==> src/assert_macros.svh <==
// Assertion macros shared by the matcher and top-level RTL files of the keyword duty controller.
// Define NO_ASSERTIONS to compile every use away.
`ifndef ASSERT_MACROS_SVH
`define ASSERT_MACROS_SVH

`ifndef NO_ASSERTIONS

`define ASSERT_ALWAYS(lbl, clk, rst_n, expr) \
    lbl: assert property (@(posedge clk) disable iff (!rst_n) (expr)) \
        else $error("assertion failed");

`define ASSERT_IMPLIES(lbl, clk, rst_n, ante, cons) \
    lbl: assert property (@(posedge clk) disable iff (!rst_n) (ante) |-> (cons)) \
        else $error("implication failed");

`define ASSERT_NEXT(lbl, clk, rst_n, ante, cons) \
    lbl: assert property (@(posedge clk) disable iff (!rst_n) (ante) |=> (cons)) \
        else $error("next-cycle check failed");

`else

`define ASSERT_ALWAYS(lbl, clk, rst_n, expr)
`define ASSERT_IMPLIES(lbl, clk, rst_n, ante, cons)
`define ASSERT_NEXT(lbl, clk, rst_n, ante, cons)

`endif

`endif

==> src/ukmdc_pkg.sv <==
// Package for the keyword duty controller: types, constants, keyword tables
// and the per-keyword prefix advance function. No dependencies.
package ukmdc_pkg;

    localparam int KEY_NUM       = 7;
    localparam int KEY_MAX       = 8;
    localparam int PROG_W        = 4;
    localparam int DUTY_W        = 16;
    localparam int CH_NUM        = 4;
    localparam int BYTE_W        = 8;
    localparam int CFG_IDX_W     = 2;
    localparam int MSG_LIMIT_DEF = 99;

    localparam logic [DUTY_W-1:0] DUTY_STEP_RST   = 16'd100;
    localparam logic [DUTY_W-1:0] UPPER_GUARD_RST = 16'd999;
    localparam logic [DUTY_W-1:0] LOWER_GUARD_RST = 16'd100;
    localparam logic [DUTY_W-1:0] TURN_LEVEL_RST  = 16'd999;

    typedef enum logic [CFG_IDX_W-1:0] {
        REG_DUTY_STEP   = 2'd0,
        REG_UPPER_GUARD = 2'd1,
        REG_LOWER_GUARD = 2'd2,
        REG_TURN_LEVEL  = 2'd3
    } cfg_idx_t;

    typedef enum logic [2:0] {
        CMD_NONE      = 3'd0,
        CMD_FWD_UP    = 3'd1,
        CMD_FWD_DOWN  = 3'd2,
        CMD_STOP      = 3'd3,
        CMD_BACK_UP   = 3'd4,
        CMD_BACK_DOWN = 3'd5,
        CMD_RIGHT     = 3'd6,
        CMD_LEFT      = 3'd7
    } cmd_t;

    typedef struct packed {
        logic [DUTY_W-1:0] duty_step;
        logic [DUTY_W-1:0] upper_guard;
        logic [DUTY_W-1:0] lower_guard;
        logic [DUTY_W-1:0] turn_level;
    } cfg_t;

    typedef logic [CH_NUM-1:0][DUTY_W-1:0] duty_t;

    // request moving from input register to result register
    typedef struct packed {
        logic fire;
        logic eom;
    } ctl_t;

    typedef struct packed {
        logic [KEY_NUM-1:0] found;
        logic               dropped;
    } match_t;

    typedef struct packed {
        cmd_t  command;
        logic  applied;
        duty_t duty;
    } res_t;

    // AVANCE+, AVANCE-, STOP, ARRIERE+, ARRIERE-, DROITE, GAUCHE
    localparam logic [BYTE_W-1:0] KEY_CHARS [KEY_NUM][KEY_MAX] = '{
        '{"A", "V", "A", "N", "C", "E", "+", 8'h00},
        '{"A", "V", "A", "N", "C", "E", "-", 8'h00},
        '{"S", "T", "O", "P", 8'h00, 8'h00, 8'h00, 8'h00},
        '{"A", "R", "R", "I", "E", "R", "E", "+"},
        '{"A", "R", "R", "I", "E", "R", "E", "-"},
        '{"D", "R", "O", "I", "T", "E", 8'h00, 8'h00},
        '{"G", "A", "U", "C", "H", "E", 8'h00, 8'h00}
    };

    localparam logic [PROG_W-1:0] KEY_LEN [KEY_NUM] = '{
        4'd7, 4'd7, 4'd4, 4'd8, 4'd8, 4'd6, 4'd6
    };

    // Longest keyword prefix that ends the text (matched prefix, then c).
    function automatic logic [PROG_W-1:0] key_advance(
        input logic [2:0]        w,
        input logic [PROG_W-1:0] p,
        input logic [BYTE_W-1:0] c
    );
        int                n;
        int                pp;
        int                l;
        int                i;
        int                j;
        logic              ok;
        logic              hit;
        logic [PROG_W-1:0] res;
        n   = int'(KEY_LEN[w]);
        pp  = (int'(p) > n) ? n : int'(p);
        res = '0;
        hit = 1'b0;
        for (l = KEY_MAX; l >= 1; l--)
        begin
            if (!hit && l <= pp + 1 && l <= n)
            begin
                ok = (KEY_CHARS[w][3'(l - 1)] == c);
                for (i = 0; i < KEY_MAX - 1; i++)
                begin
                    if (i < l - 1)
                    begin
                        j = pp + 1 - l + i;
                        if (KEY_CHARS[w][j[2:0]] != KEY_CHARS[w][i[2:0]])
                        begin
                            ok = 1'b0;
                        end
                    end
                end
                if (ok)
                begin
                    res = PROG_W'(l);
                    hit = 1'b1;
                end
            end
        end
        return res;
    endfunction

endpackage

==> src/ukmdc_matcher.sv <==
// Message store bookkeeping and the seven incremental keyword matchers.
// Depends on ukmdc_pkg and assert_macros.svh.
`include "assert_macros.svh"

module ukmdc_matcher #(
    parameter int MSG_LIMIT = ukmdc_pkg::MSG_LIMIT_DEF
) (
    input  logic                         clk,
    input  logic                         rst_n,
    input  ukmdc_pkg::ctl_t              ctl,
    input  logic [ukmdc_pkg::BYTE_W-1:0] rx_byte,
    output ukmdc_pkg::match_t            status
);
    import ukmdc_pkg::*;

    localparam int LEN_W = $clog2(MSG_LIMIT + 1);
    localparam logic [LEN_W-1:0] LIMIT = LEN_W'(MSG_LIMIT);

    logic [LEN_W-1:0]   len_reg, len_next;
    logic               term_reg, term_next;
    logic [PROG_W-1:0]  prog_reg [KEY_NUM];
    logic [PROG_W-1:0]  prog_next [KEY_NUM];
    logic [KEY_NUM-1:0] found_reg, found_next;
    logic               full;

    assign full = (len_reg >= LIMIT);

    always_comb
    begin
        len_next   = len_reg;
        term_next  = term_reg;
        prog_next  = prog_reg;
        found_next = found_reg;
        if (ctl.fire)
        begin
            if (ctl.eom)
            begin
                len_next   = '0;
                term_next  = 1'b0;
                found_next = '0;
                for (int w = 0; w < KEY_NUM; w++)
                begin
                    prog_next[w] = '0;
                end
            end
            else if (!full)
            begin
                len_next  = len_reg + LEN_W'(1);
                term_next = term_reg | (rx_byte == '0);
                if (!term_next)
                begin
                    for (int w = 0; w < KEY_NUM; w++)
                    begin
                        prog_next[w] = key_advance(3'(w), prog_reg[w], rx_byte);
                        if (prog_next[w] >= KEY_LEN[w])
                        begin
                            found_next[w] = 1'b1;
                        end
                    end
                end
            end
        end
    end

    always_ff @(posedge clk or negedge rst_n)
    begin
        if (!rst_n)
        begin
            len_reg   <= '0;
            term_reg  <= 1'b0;
            found_reg <= '0;
            for (int w = 0; w < KEY_NUM; w++)
            begin
                prog_reg[w] <= '0;
            end
        end
        else
        begin
            len_reg   <= len_next;
            term_reg  <= term_next;
            found_reg <= found_next;
            prog_reg  <= prog_next;
        end
    end

    assign status.found   = found_reg;
    assign status.dropped = ctl.fire && !ctl.eom && full;

    `ASSERT_ALWAYS(a_len_in_range, clk, rst_n, len_reg <= LIMIT)
    `ASSERT_NEXT(a_drop_holds_len, clk, rst_n, status.dropped, len_reg == $past(len_reg))
    `ASSERT_NEXT(a_eom_clears, clk, rst_n, ctl.fire && ctl.eom, len_reg == '0 && found_reg == '0)

endmodule

==> src/ukmdc_duty.sv <==
// Command selection and the four duty level registers with their guarded updates.
// Depends on ukmdc_pkg.
module ukmdc_duty (
    input  logic                           clk,
    input  logic                           rst_n,
    input  ukmdc_pkg::ctl_t                ctl,
    input  logic [ukmdc_pkg::KEY_NUM-1:0]  found,
    input  ukmdc_pkg::cfg_t                cfg,
    output ukmdc_pkg::res_t                res
);
    import ukmdc_pkg::*;

    duty_t duty_reg, duty_next;
    cmd_t  cmd;
    logic  applied;
    logic  fwd_up_ok, fwd_dn_ok, back_up_ok, back_dn_ok;

    // at end of message, the found keyword earliest in table order wins
    always_comb
    begin
        cmd = CMD_NONE;
        if (ctl.eom)
        begin
            for (int w = KEY_NUM - 1; w >= 0; w--)
            begin
                if (found[w])
                begin
                    cmd = cmd_t'(3'(w + 1));
                end
            end
        end
    end

    assign fwd_up_ok  = duty_reg[0] < cfg.upper_guard && duty_reg[2] < cfg.upper_guard;
    assign fwd_dn_ok  = duty_reg[0] > cfg.lower_guard && duty_reg[2] > cfg.lower_guard;
    assign back_up_ok = duty_reg[1] < cfg.upper_guard && duty_reg[3] < cfg.upper_guard;
    assign back_dn_ok = duty_reg[1] > cfg.lower_guard && duty_reg[3] > cfg.lower_guard;

    always_comb
    begin
        duty_next = duty_reg;
        applied   = 1'b0;
        case (cmd)
            CMD_FWD_UP:
            begin
                if (fwd_up_ok)
                begin
                    duty_next[0] = duty_reg[0] + cfg.duty_step;
                    duty_next[2] = duty_reg[2] + cfg.duty_step;
                    duty_next[1] = '0;
                    duty_next[3] = '0;
                    applied      = 1'b1;
                end
            end
            CMD_FWD_DOWN:
            begin
                if (fwd_dn_ok)
                begin
                    duty_next[0] = duty_reg[0] - cfg.duty_step;
                    duty_next[2] = duty_reg[2] - cfg.duty_step;
                    duty_next[1] = '0;
                    duty_next[3] = '0;
                    applied      = 1'b1;
                end
            end
            CMD_BACK_UP:
            begin
                if (back_up_ok)
                begin
                    duty_next[1] = duty_reg[1] + cfg.duty_step;
                    duty_next[3] = duty_reg[3] + cfg.duty_step;
                    duty_next[0] = '0;
                    duty_next[2] = '0;
                    applied      = 1'b1;
                end
            end
            CMD_BACK_DOWN:
            begin
                if (back_dn_ok)
                begin
                    duty_next[1] = duty_reg[1] - cfg.duty_step;
                    duty_next[3] = duty_reg[3] - cfg.duty_step;
                    duty_next[0] = '0;
                    duty_next[2] = '0;
                    applied      = 1'b1;
                end
            end
            CMD_STOP:
            begin
                duty_next = '0;
                applied   = 1'b1;
            end
            CMD_RIGHT:
            begin
                duty_next    = '0;
                duty_next[0] = cfg.turn_level;
                applied      = 1'b1;
            end
            CMD_LEFT:
            begin
                duty_next    = '0;
                duty_next[2] = cfg.turn_level;
                applied      = 1'b1;
            end
            default:
            begin
                duty_next = duty_reg;
            end
        endcase
    end

    assign res.command = cmd;
    assign res.applied = applied;
    assign res.duty    = duty_next;

    always_ff @(posedge clk or negedge rst_n)
    begin
        if (!rst_n)
        begin
            duty_reg <= '0;
        end
        else if (ctl.fire)
        begin
            duty_reg <= duty_next;
        end
    end

endmodule

==> src/uart_keyword_motor_duty_control_top.sv <==
// Keyword duty controller, top level: input and result registers, config registers.
// Uses ukmdc_pkg, ukmdc_matcher, ukmdc_duty and assert_macros.svh.
//
// Input channel (in_valid / in_stall): one request per UART event. op = 0
// carries a received byte in rx_byte, op = 1 marks end of message.
// Output channel (out_valid / out_stall): exactly one result per request, in
// order: command, applied, byte_dropped and the four duty levels after it.
// Throughput is one request per clock unless out_stall holds a full result
// register. A taken request sits in the input register; its result, computed from
// the matcher and duty state, loads into the result register as it advances.
// When out_stall holds a full result register, the input register keeps its
// request and in_stall rises; nothing is lost or repeated.
// Config (cfg_we / cfg_index / cfg_data) writes one register per edge; write
// only while no request is in flight.
// Reset clears the message state and duty levels and loads the config defaults
// (step 100, upper guard 999, lower guard 100, turn level 999).
`include "assert_macros.svh"

module uart_keyword_motor_duty_control_top #(
    parameter int MSG_LIMIT = ukmdc_pkg::MSG_LIMIT_DEF
) (
    input  logic                            clk,
    input  logic                            rst_n,
    input  logic                            in_valid,
    output logic                            in_stall,
    input  logic                            op,
    input  logic [ukmdc_pkg::BYTE_W-1:0]    rx_byte,
    output logic                            out_valid,
    input  logic                            out_stall,
    output logic [2:0]                      command,
    output logic                            applied,
    output logic                            byte_dropped,
    output logic [ukmdc_pkg::DUTY_W-1:0]    duty_one,
    output logic [ukmdc_pkg::DUTY_W-1:0]    duty_two,
    output logic [ukmdc_pkg::DUTY_W-1:0]    duty_three,
    output logic [ukmdc_pkg::DUTY_W-1:0]    duty_four,
    input  logic                            cfg_we,
    input  logic [ukmdc_pkg::CFG_IDX_W-1:0] cfg_index,
    input  logic [ukmdc_pkg::DUTY_W-1:0]    cfg_data
);
    import ukmdc_pkg::*;

    cfg_t              cfg_reg;
    logic              in_valid_reg;
    logic              op_reg;
    logic [BYTE_W-1:0] byte_reg;
    logic              out_valid_reg;
    cmd_t              cmd_reg;
    logic              applied_reg;
    logic              dropped_reg;
    duty_t             duty_reg;
    logic              advance;
    logic              accept;
    ctl_t              ctl;
    match_t            status;
    res_t              res;

    assign advance  = in_valid_reg && (!out_valid_reg || !out_stall);
    assign in_stall = in_valid_reg && !advance;
    assign accept   = in_valid && !in_stall;

    assign ctl.fire = advance;
    assign ctl.eom  = op_reg;

    always_ff @(posedge clk or negedge rst_n)
    begin
        if (!rst_n)
        begin
            cfg_reg.duty_step   <= DUTY_STEP_RST;
            cfg_reg.upper_guard <= UPPER_GUARD_RST;
            cfg_reg.lower_guard <= LOWER_GUARD_RST;
            cfg_reg.turn_level  <= TURN_LEVEL_RST;
        end
        else if (cfg_we)
        begin
            case (cfg_idx_t'(cfg_index))
                REG_DUTY_STEP:   cfg_reg.duty_step   <= cfg_data;
                REG_UPPER_GUARD: cfg_reg.upper_guard <= cfg_data;
                REG_LOWER_GUARD: cfg_reg.lower_guard <= cfg_data;
                REG_TURN_LEVEL:  cfg_reg.turn_level  <= cfg_data;
                default:         cfg_reg             <= cfg_reg;
            endcase
        end
    end

    always_ff @(posedge clk or negedge rst_n)
    begin
        if (!rst_n)
        begin
            in_valid_reg  <= 1'b0;
            out_valid_reg <= 1'b0;
        end
        else
        begin
            if (accept)
            begin
                in_valid_reg <= 1'b1;
            end
            else if (advance)
            begin
                in_valid_reg <= 1'b0;
            end
            if (advance)
            begin
                out_valid_reg <= 1'b1;
            end
            else if (!out_stall)
            begin
                out_valid_reg <= 1'b0;
            end
        end
    end

    always_ff @(posedge clk)
    begin
        if (accept)
        begin
            op_reg   <= op;
            byte_reg <= rx_byte;
        end
        if (advance)
        begin
            cmd_reg     <= res.command;
            applied_reg <= res.applied;
            dropped_reg <= status.dropped;
            duty_reg    <= res.duty;
        end
    end

    ukmdc_matcher #(
        .MSG_LIMIT (MSG_LIMIT)
    ) u_matcher (
        .clk     (clk),
        .rst_n   (rst_n),
        .ctl     (ctl),
        .rx_byte (byte_reg),
        .status  (status)
    );

    ukmdc_duty u_duty (
        .clk   (clk),
        .rst_n (rst_n),
        .ctl   (ctl),
        .found (status.found),
        .cfg   (cfg_reg),
        .res   (res)
    );

    assign out_valid    = out_valid_reg;
    assign command      = cmd_reg;
    assign applied      = applied_reg;
    assign byte_dropped = dropped_reg;
    assign duty_one     = duty_reg[0];
    assign duty_two     = duty_reg[1];
    assign duty_three   = duty_reg[2];
    assign duty_four    = duty_reg[3];

    `ASSERT_NEXT(a_held_request_stays, clk, rst_n, in_valid_reg && !advance, in_valid_reg)
    `ASSERT_IMPLIES(a_applied_has_cmd, clk, rst_n, out_valid_reg && applied_reg, cmd_reg != CMD_NONE)
    `ASSERT_IMPLIES(a_drop_no_cmd, clk, rst_n, out_valid_reg && dropped_reg, cmd_reg == CMD_NONE)
    `ASSERT_IMPLIES(a_stop_zeroes, clk, rst_n, out_valid_reg && cmd_reg == CMD_STOP, duty_reg == '0)

endmodule
==> config.mk <==
export PLATFORM = sky130hd
export DESIGN_NAME = uart_keyword_motor_duty_control_top
export DESIGN_NICKNAME = d
export VERILOG_FILES = /design/src/ukmdc_pkg.sv /design/src/ukmdc_matcher.sv /design/src/ukmdc_duty.sv /design/src/uart_keyword_motor_duty_control_top.sv
export VERILOG_INCLUDE_DIRS = /design/src /design/src/src
export SDC_FILE = /design/constraint.sdc
export NUM_CORES = 1
export LEC_CHECK = 0
export ABC_AREA = 0
export BUFFER_PORTS_ARGS = -buffer_cell sky130_fd_sc_hd__buf_2
export CORE_MARGIN = 10
export CORE_UTILIZATION = 55
export CTS_BUF_LIST = sky130_fd_sc_hd__clkbuf_4
export DETAILED_ROUTE_END_ITERATION = 8
export PLACE_DENSITY = 0.82
export SKIP_LAST_GASP = 1
export SLEW_MARGIN = 30
export SYNTH_ARGS = -nofsm -noshare
export SYNTH_HDL_FRONTEND = slang
export SYNTH_SLANG_ARGS = --single-unit
==> constraint.sdc <==
create_clock -name clk -period 5.5 [get_ports clk]
set_clock_uncertainty 0.15 [all_clocks]
set_input_delay 0.55 -clock clk [delete_from_list [all_inputs] [get_ports clk]]
set_output_delay 0.55 -clock clk [all_outputs]
set_load 0.05 [all_outputs]
### Yosys cells after proc, flatten, opt, wreduce, memory -nomap -nowiden

Memories as Yosys holds them, arrays and structs flattened.
Index checks and enable logic that the tools add are counted.

* output and inout port bits: 71
* input port bits: 32
* bits in read-only memories: 8576
* register bits: 251
* memories: 134
* logic and storage cells: 1956

* eq/ne operators: 161
* mux-type cells: 1021
* magnitude comparators: 203
* add/subtract/negate cells: 150
* reduce and logical (&&, ||, !) cells: 117
* bitwise gates (word level): 135

Memories
* (name not given): depth 8, bits a word 8, rd ports 1, clocked after Yosys merged registers in 0, wr ports 0, line ukmdc_pkg.sv:106 `if (KEY_CHARS[w][j[2:0]] != KEY_CHARS[w][i[2:0]])`
* (name not given): depth 8, bits a word 8, rd ports 1, clocked after Yosys merged registers in 0, wr ports 0, line ukmdc_pkg.sv:106
* (name not given): depth 8, bits a word 8, rd ports 1, clocked after Yosys merged registers in 0, wr ports 0, line ukmdc_pkg.sv:106
* (name not given): depth 8, bits a word 8, rd ports 1, clocked after Yosys merged registers in 0, wr ports 0, line ukmdc_pkg.sv:106
* (name not given): depth 8, bits a word 8, rd ports 1, clocked after Yosys merged registers in 0, wr ports 0, line ukmdc_pkg.sv:106
* (name not given): depth 8, bits a word 8, rd ports 1, clocked after Yosys merged registers in 0, wr ports 0, line ukmdc_pkg.sv:106
* 128 more memories

Operator list (count)
* $mux 8: 268
* $ne 8x7->1 const B: 134
* $le 4x32->1 const A: 19
* $mux 1: 580
* $mux 4: 145
* $ge 4x4->1 const B: 136
* $not 3->4: 134
* $pmux 64 s7: 1
* $le 3x32->1 const A: 12
* $mux 64: 4
* $le 2x32->1 const A: 6
* $add 3x3->3 const B: 61
* $eq 7x8->1 const A: 13
* $add 3x2->3 const B: 34
* $mux 28: 3
* $sub 3x3->3 const B: 27
* $add 16x16->16: 4
* $gt 16x16->1: 4
* $le 5x32->1 const A: 2
* $lt 16x16->1: 4
* $sub 16x16->16: 4
* $logic_and 1x1->1: 48
* $logic_not 1->1: 44
* $mux 3: 14
* other kinds (30): 86

### Depth between registers and ports, before layout

* depth in word-level cells: 117
* mapped depth: 17
* depth with buffers taken out: 16

### Hierarchy

From an unflattened synthesis, not the netlist that was laid out.

* cells, all modules: 2426
* area total of the unflattened synthesis: 22660.5 µm²

Modules (own cells, without submodules)
* ukmdc_duty: sequential area each 1601.5 µm², cells an instance 1481, instances 1, area each 11880.1 µm²
* ukmdc_matcher: sequential area each 950.9 µm², cells an instance 723, instances 1, area each 5913.2 µm²
* uart_keyword_motor_duty_control_top: sequential area each 4021.4 µm², cells an instance 222, instances 1, area each 4867.2 µm²

### Worst setup path before layout

No wires, ideal clock.

* kind: flip-flop to flip-flop
* from: reg u_matcher.prog_reg[15] (netlist name)
* to: reg u_matcher.prog_reg[15] (netlist name)
* clock period less this slack: 4.104 ns
* data required time: 5.284 ns
* cell stages (with the launch flop): 18
* path buffers: 2
* slack: 1.396 ns
* arrival time: 3.888 ns
* cells stage by stage: dfrtp_1 -> buf_2 -> nand2b_1 -> inv_1 -> ha_1 -> buf_2 -> xnor2_1 -> inv_1 -> ha_1 -> nor4bb_1 -> a21oi_1 -> or4_1 -> nor3b_1 -> or2_1 -> a21oi_1 -> or3_1 -> or4b_4 -> nand2_1

* cells in the longest elaborated chain, start to end: 79

RTL lines
* start: declaration: line ukmdc_matcher.sv:21 `logic [PROG_W-1:0] prog_reg [KEY_NUM];`
* start signal: assignment: line ukmdc_matcher.sv:82 `prog_reg <= prog_next;`
* $gt 4x4->1: line ukmdc_pkg.sv:93 `pp = (int'(p) > n) ? n : int'(p);`
* $mux 4 (*): line ukmdc_pkg.sv:93
* $add 4x1->5 (*): line ukmdc_pkg.sv:98 `if (!hit && l <= pp + 1 && l <= n)`
* $sub 3x1->3: line ukmdc_pkg.sv:105 `j = pp + 1 - l + i;`
* $add 3x2->3 or $not 3->4 (tied branches): line ukmdc_pkg.sv:105, ukmdc_pkg.sv:106
* $not 3->4 (implied by the code) or $mem_v2 8x8 (tied branches)
* $mem_v2 8x8 or $mux 8 (tied branches)
* $mux 8 (implied by the code): line ukmdc_pkg.sv:106
* [63 not listed]
* $mux 4 (*): line ukmdc_pkg.sv:98
* $mux 4 (*): line ukmdc_matcher.sv:50 `if (!term_next)`
* $mux 4 (*): line ukmdc_matcher.sv:46 `else if (!full)`
* $mux 4 (*): line ukmdc_matcher.sv:36 `if (ctl.eom)`
* $mux 4 (*): line ukmdc_matcher.sv:34 `if (ctl.fire)`
* $mux 28 (*): line ukmdc_matcher.sv:50
* $mux 28 (*): line ukmdc_matcher.sv:46
* $mux 28 (*): line ukmdc_matcher.sv:36

Mark *: on every way between the ends. The rest lies on a longest branch, timed or not. The select of a mux whose other input is x is not followed.
A chain may end at the register's enable or synchronous reset.

### Worst setup path after layout

* from: reg u_matcher.prog_reg[12] (netlist name)
* to: reg u_matcher.found_reg[3]

* cells in the longest elaborated chain, start to end: 79

RTL lines
* $gt 4x4->1: line ukmdc_pkg.sv:93
* $mux 4 (*): line ukmdc_pkg.sv:93
* $add 4x1->5 (*): line ukmdc_pkg.sv:98
* $sub 3x1->3: line ukmdc_pkg.sv:105
* $add 3x2->3 or $not 3->4 (tied branches): line ukmdc_pkg.sv:105, ukmdc_pkg.sv:106
* $not 3->4 (implied by the code) or $mem_v2 8x8 (tied branches)
* $mem_v2 8x8 or $mux 8 (tied branches)
* $mux 8 (implied by the code): line ukmdc_pkg.sv:106
* [63 not listed]
* $mux 4 (*): line ukmdc_pkg.sv:98
* $mux 4 (*): line ukmdc_matcher.sv:50
* $mux 4 (*): line ukmdc_matcher.sv:46
* $mux 4 (*): line ukmdc_matcher.sv:36
* $mux 4 (*): line ukmdc_matcher.sv:34
* $ge 4x4->1 (*): line ukmdc_matcher.sv:55 `if (prog_next[w] >= KEY_LEN[w])`
* $reduce_bool 2->1 (no line) (*)
* $reduce_and 4->1 (no line) (*)
* end signal: assignment: line ukmdc_matcher.sv:81 `found_reg <= found_next;`
* end: declaration: line ukmdc_matcher.sv:23 `logic [KEY_NUM-1:0] found_reg, found_next;`

Marked as above.

==> metrics <==
status completed; Final Core Density between 60% and 70%; largest net degree at the start of global routing 77; CTS tree built; Synth top area share 19.55%; DRC violations left 0; final-report setup violation count 0; ys flop type dfrtp_1; Critical Path End Type flip-flop; initial antenna violation count 1; Clk Latency, worst-skew pair 800 ps; switch share 45.03%; share of layout cells above drive strength 1 roughly 14%; clk buf depth 3; Reg area 6574 um2; R2R setup slack around 900 ps; H-tree depth 3; effective utilization at floorplan 55.98%; Req. time, crit path 6050 ps; top cells by count, synth ha_1 (350), nor2_1 (196), nand2_1 (179); Avg Vias per Cell 6.518; WL per Instance 21.74 um; PD cells 373.4 nW/um2; FF-to-FF Start u_matcher.prog_reg[12]; post-synthesis sequential area ratio 29.35%; full die area between 40,000 and 50,000 um2; num rows 73; HPWL Detailed 52,270 um; Detail Route Antenna Nets 0; Hold WC Path Type primary input to flip-flop; Max transition margin 35.81%; layout filler cell count 3,376; first-pass GRT wire length ~110,000 um; Combinational Power Share roughly 50%; Mean Syn Cell Area around 9.0 um2; leakage power total 0.01090 uW; GR Overflow Total 0; drt total wl 69,230 um; Post-Syn Area 22,400 um2; DR vias 20,760; crit path kind flip-flop to flip-flop; Max-Cap Viols 0; Critical path origin u_matcher.prog_reg[12]; R2R depth 15; postcts setup bufs 0; Period Utilization, post-route 83.49%; Multi-input gate area 14,810 um2; Worst setup endpoint u_matcher.found_reg[3]; Achievable Freq around 220 MHz; Startpoint Class flip-flop; switching power total 4134 uW; area delta synth->final 9.777%; Die Span X 221.8 um; root buffer cell clkbuf_4; most area-consuming cells after synthesis ha_1 (20%), dfrtp_1 (16%), edfxtp_1 (10%), mux2_2 (4.5%), a21oi_1 (3.4%); Synth warnings 0; number of port buffers 102; most frequent cell after synthesis ha_1; placed insts 3,033; GP Congestion 0.9630; flops & latches, synth 246; Overall Global Routing Usage a little over a quarter; Power Internal 5046 uW; 1st-pass router iterations 7; Final Critical Period 4592 ps; Yosys top cell by area ha_1; Final Net Count 2,998; Sequential Power Share 30.2%; Reg-to-Reg End u_matcher.found_reg[3]; ys async rst share slightly below 70%; pre-CTS setup slack 938.3 ps; total power 9181 uW; vias in the first global route between 20,000 and 25,000; worst slew pin tran roughly 960 ps; DR iter-0 viols 2,073; final std cells w/o fill between 3,000 and 4,000; Post-synth EDFFs slightly below 80; Sum Neg Setup Slack 0 ps; RSZ-0062 raised after global routing no; worst vdd ir around 140 uV; CP Max Fanout 14; final worst slack ~910 ps; critical path arrival 5140 ps; CTS buffer count slightly below 70; cts repair resizes 0; die height 221.8 um; I/O pin count 103; clock sink total between 200 and 250; Clock Power Share between 20% and 30%; core area 40,010 um2; Final Hold Fails 0; Gate Count Post-Synth 2,475; Reg clk slew, reported paths ~70 ps; Final Max Slew Viols 0; Cell variety after synth between 90 and 100; Synth Net Count 2,865
[cell type report]
cell class | count | share of cell area (%)
multi-input combinational | 1965 | 60.23
sequential | 246 | 26.74
timing repair buffer | 153 | 3.954
clock buffer | 99 | 3.023
tap | 525 | 2.672
inverter | 173 | 2.652
clock inverter | 23 | 0.7176
antenna | 1 | 0.01018
[worst max-delay path: stages (launching register included)]
cell and delay (ps):
dfrtp_1 570, nand2b_1 330, inv_1 270, ha_1 480, xnor2_1 170, inv_1 50, ha_1 310, nor4bb_1 260
a21oi_1 60, or4_1 410, nor3b_1 250, or2_1 180, a21oi_1 60, or3_1 370, or4b_4 540, nand2_1 80
[metrics by stage]
stage | hold slack [ps] | cell area, um2
after floorplan | 104.4 | 22400
after global placement | 327.1 | 23360
after detailed placement | 335.5 | 23370
after CTS | 125.7 | 24580
after global routing | 179.4 | 24580
final | 204.3 | 24580
[power by group through the flow]
stage | clock network, uW | logic (uW) | registers (uW)
finish | 1830 | 4570 | 2770
global route | 1980 | 5040 | 2820
CTS | 1870 | 4490 | 2750
detailed placement | 0 | 4450 | 2780
global placement | 0 | 4290 | 2770
floorplan | 0 | 3160 | 2850
[layer usage]
| layer | vias to the layer above | track usage, % | part of all wire [%] |
|---|---|---|---|
| met3 | 202 | 5.075 | 8.7 |
| met2 | 1022 | 45.37 | 48 |
| met4 | 0 | 13.73 | 4.5 |
| met1 | 9975 | 32.70 | 39 |
| met5 | - | 0 | 0 |
| li1 | 9560 | - | - |
[how the worst min path moves through the flow]
| stage | from | to | slack [ps] | cells after the start |
|---|---|---|---|---|
| floorplan | rst_n | cfg_reg[10] | 100 | 0 |
| global placement | u_matcher.len_reg[6] | u_matcher.len_reg[6] | 330 | 1 |
| detailed placement | u_matcher.len_reg[6] | u_matcher.len_reg[6] | 340 | 1 |
| CTS | cfg_index[0] | cfg_reg[50] | 130 | 5 |
| global route | cfg_index[1] | cfg_reg[50] | 180 | 5 |
| finish | cfg_index[0] | cfg_reg[50] | 200 | 5 |
[placed cells by master, fill, tap and decap left out, drive strengths merged, types with 13 or more instances in the layout]
cell type	synthesis	final
nor2b	32	32
nor4	32	32
xnor2	34	34
a31oi	31	31
a221oi	24	24
or2	17	17
nand2	179	179
nand2b	40	40
o22ai	13	13
clkinv	0	17
o21bai	16	16
nand4	33	33
dfstp	22	22
nor3b	13	13
buf	14	124
o31ai	20	20
dfrtp	146	146
mux2	90	90
nand3b	16	16
edfxtp	78	78
or3	21	21
inv	173	174
a21o	33	33
o211ai	17	17
and3	21	21
a21oi	154	154
o2bb2ai	14	14
clkbuf	77	99
o21a	17	17
o21ai	128	128
nand3	62	62
o221ai	15	15
ha	350	350
nor2	196	196
dlygate4sd3	0	29
a211oi	25	25
a22o	24	24
nor3	68	68
a221o	42	42
[cell families after synthesis]
family / after synthesis / synth area share, %
AND/OR/NAND/NOR: 775 / 17.60
AO/OA/AOI/OAI: 687 / 21.38
adder cells (fa/ha/maj): 358 / 20.27
buffers and inverters: 264 / 4.604
flip-flops: 246 / 29.35
multiplexers: 99 / 4.928
XOR/XNOR: 46 / 1.860
[timing repair]
action | in CTS | in global routing
setup endpoints to repair | 0 | 0
hold endpoints to repair | 128 | 0
hold buffers | 29 | 0
No activity file was read; power rests on OpenSTA's default activity.
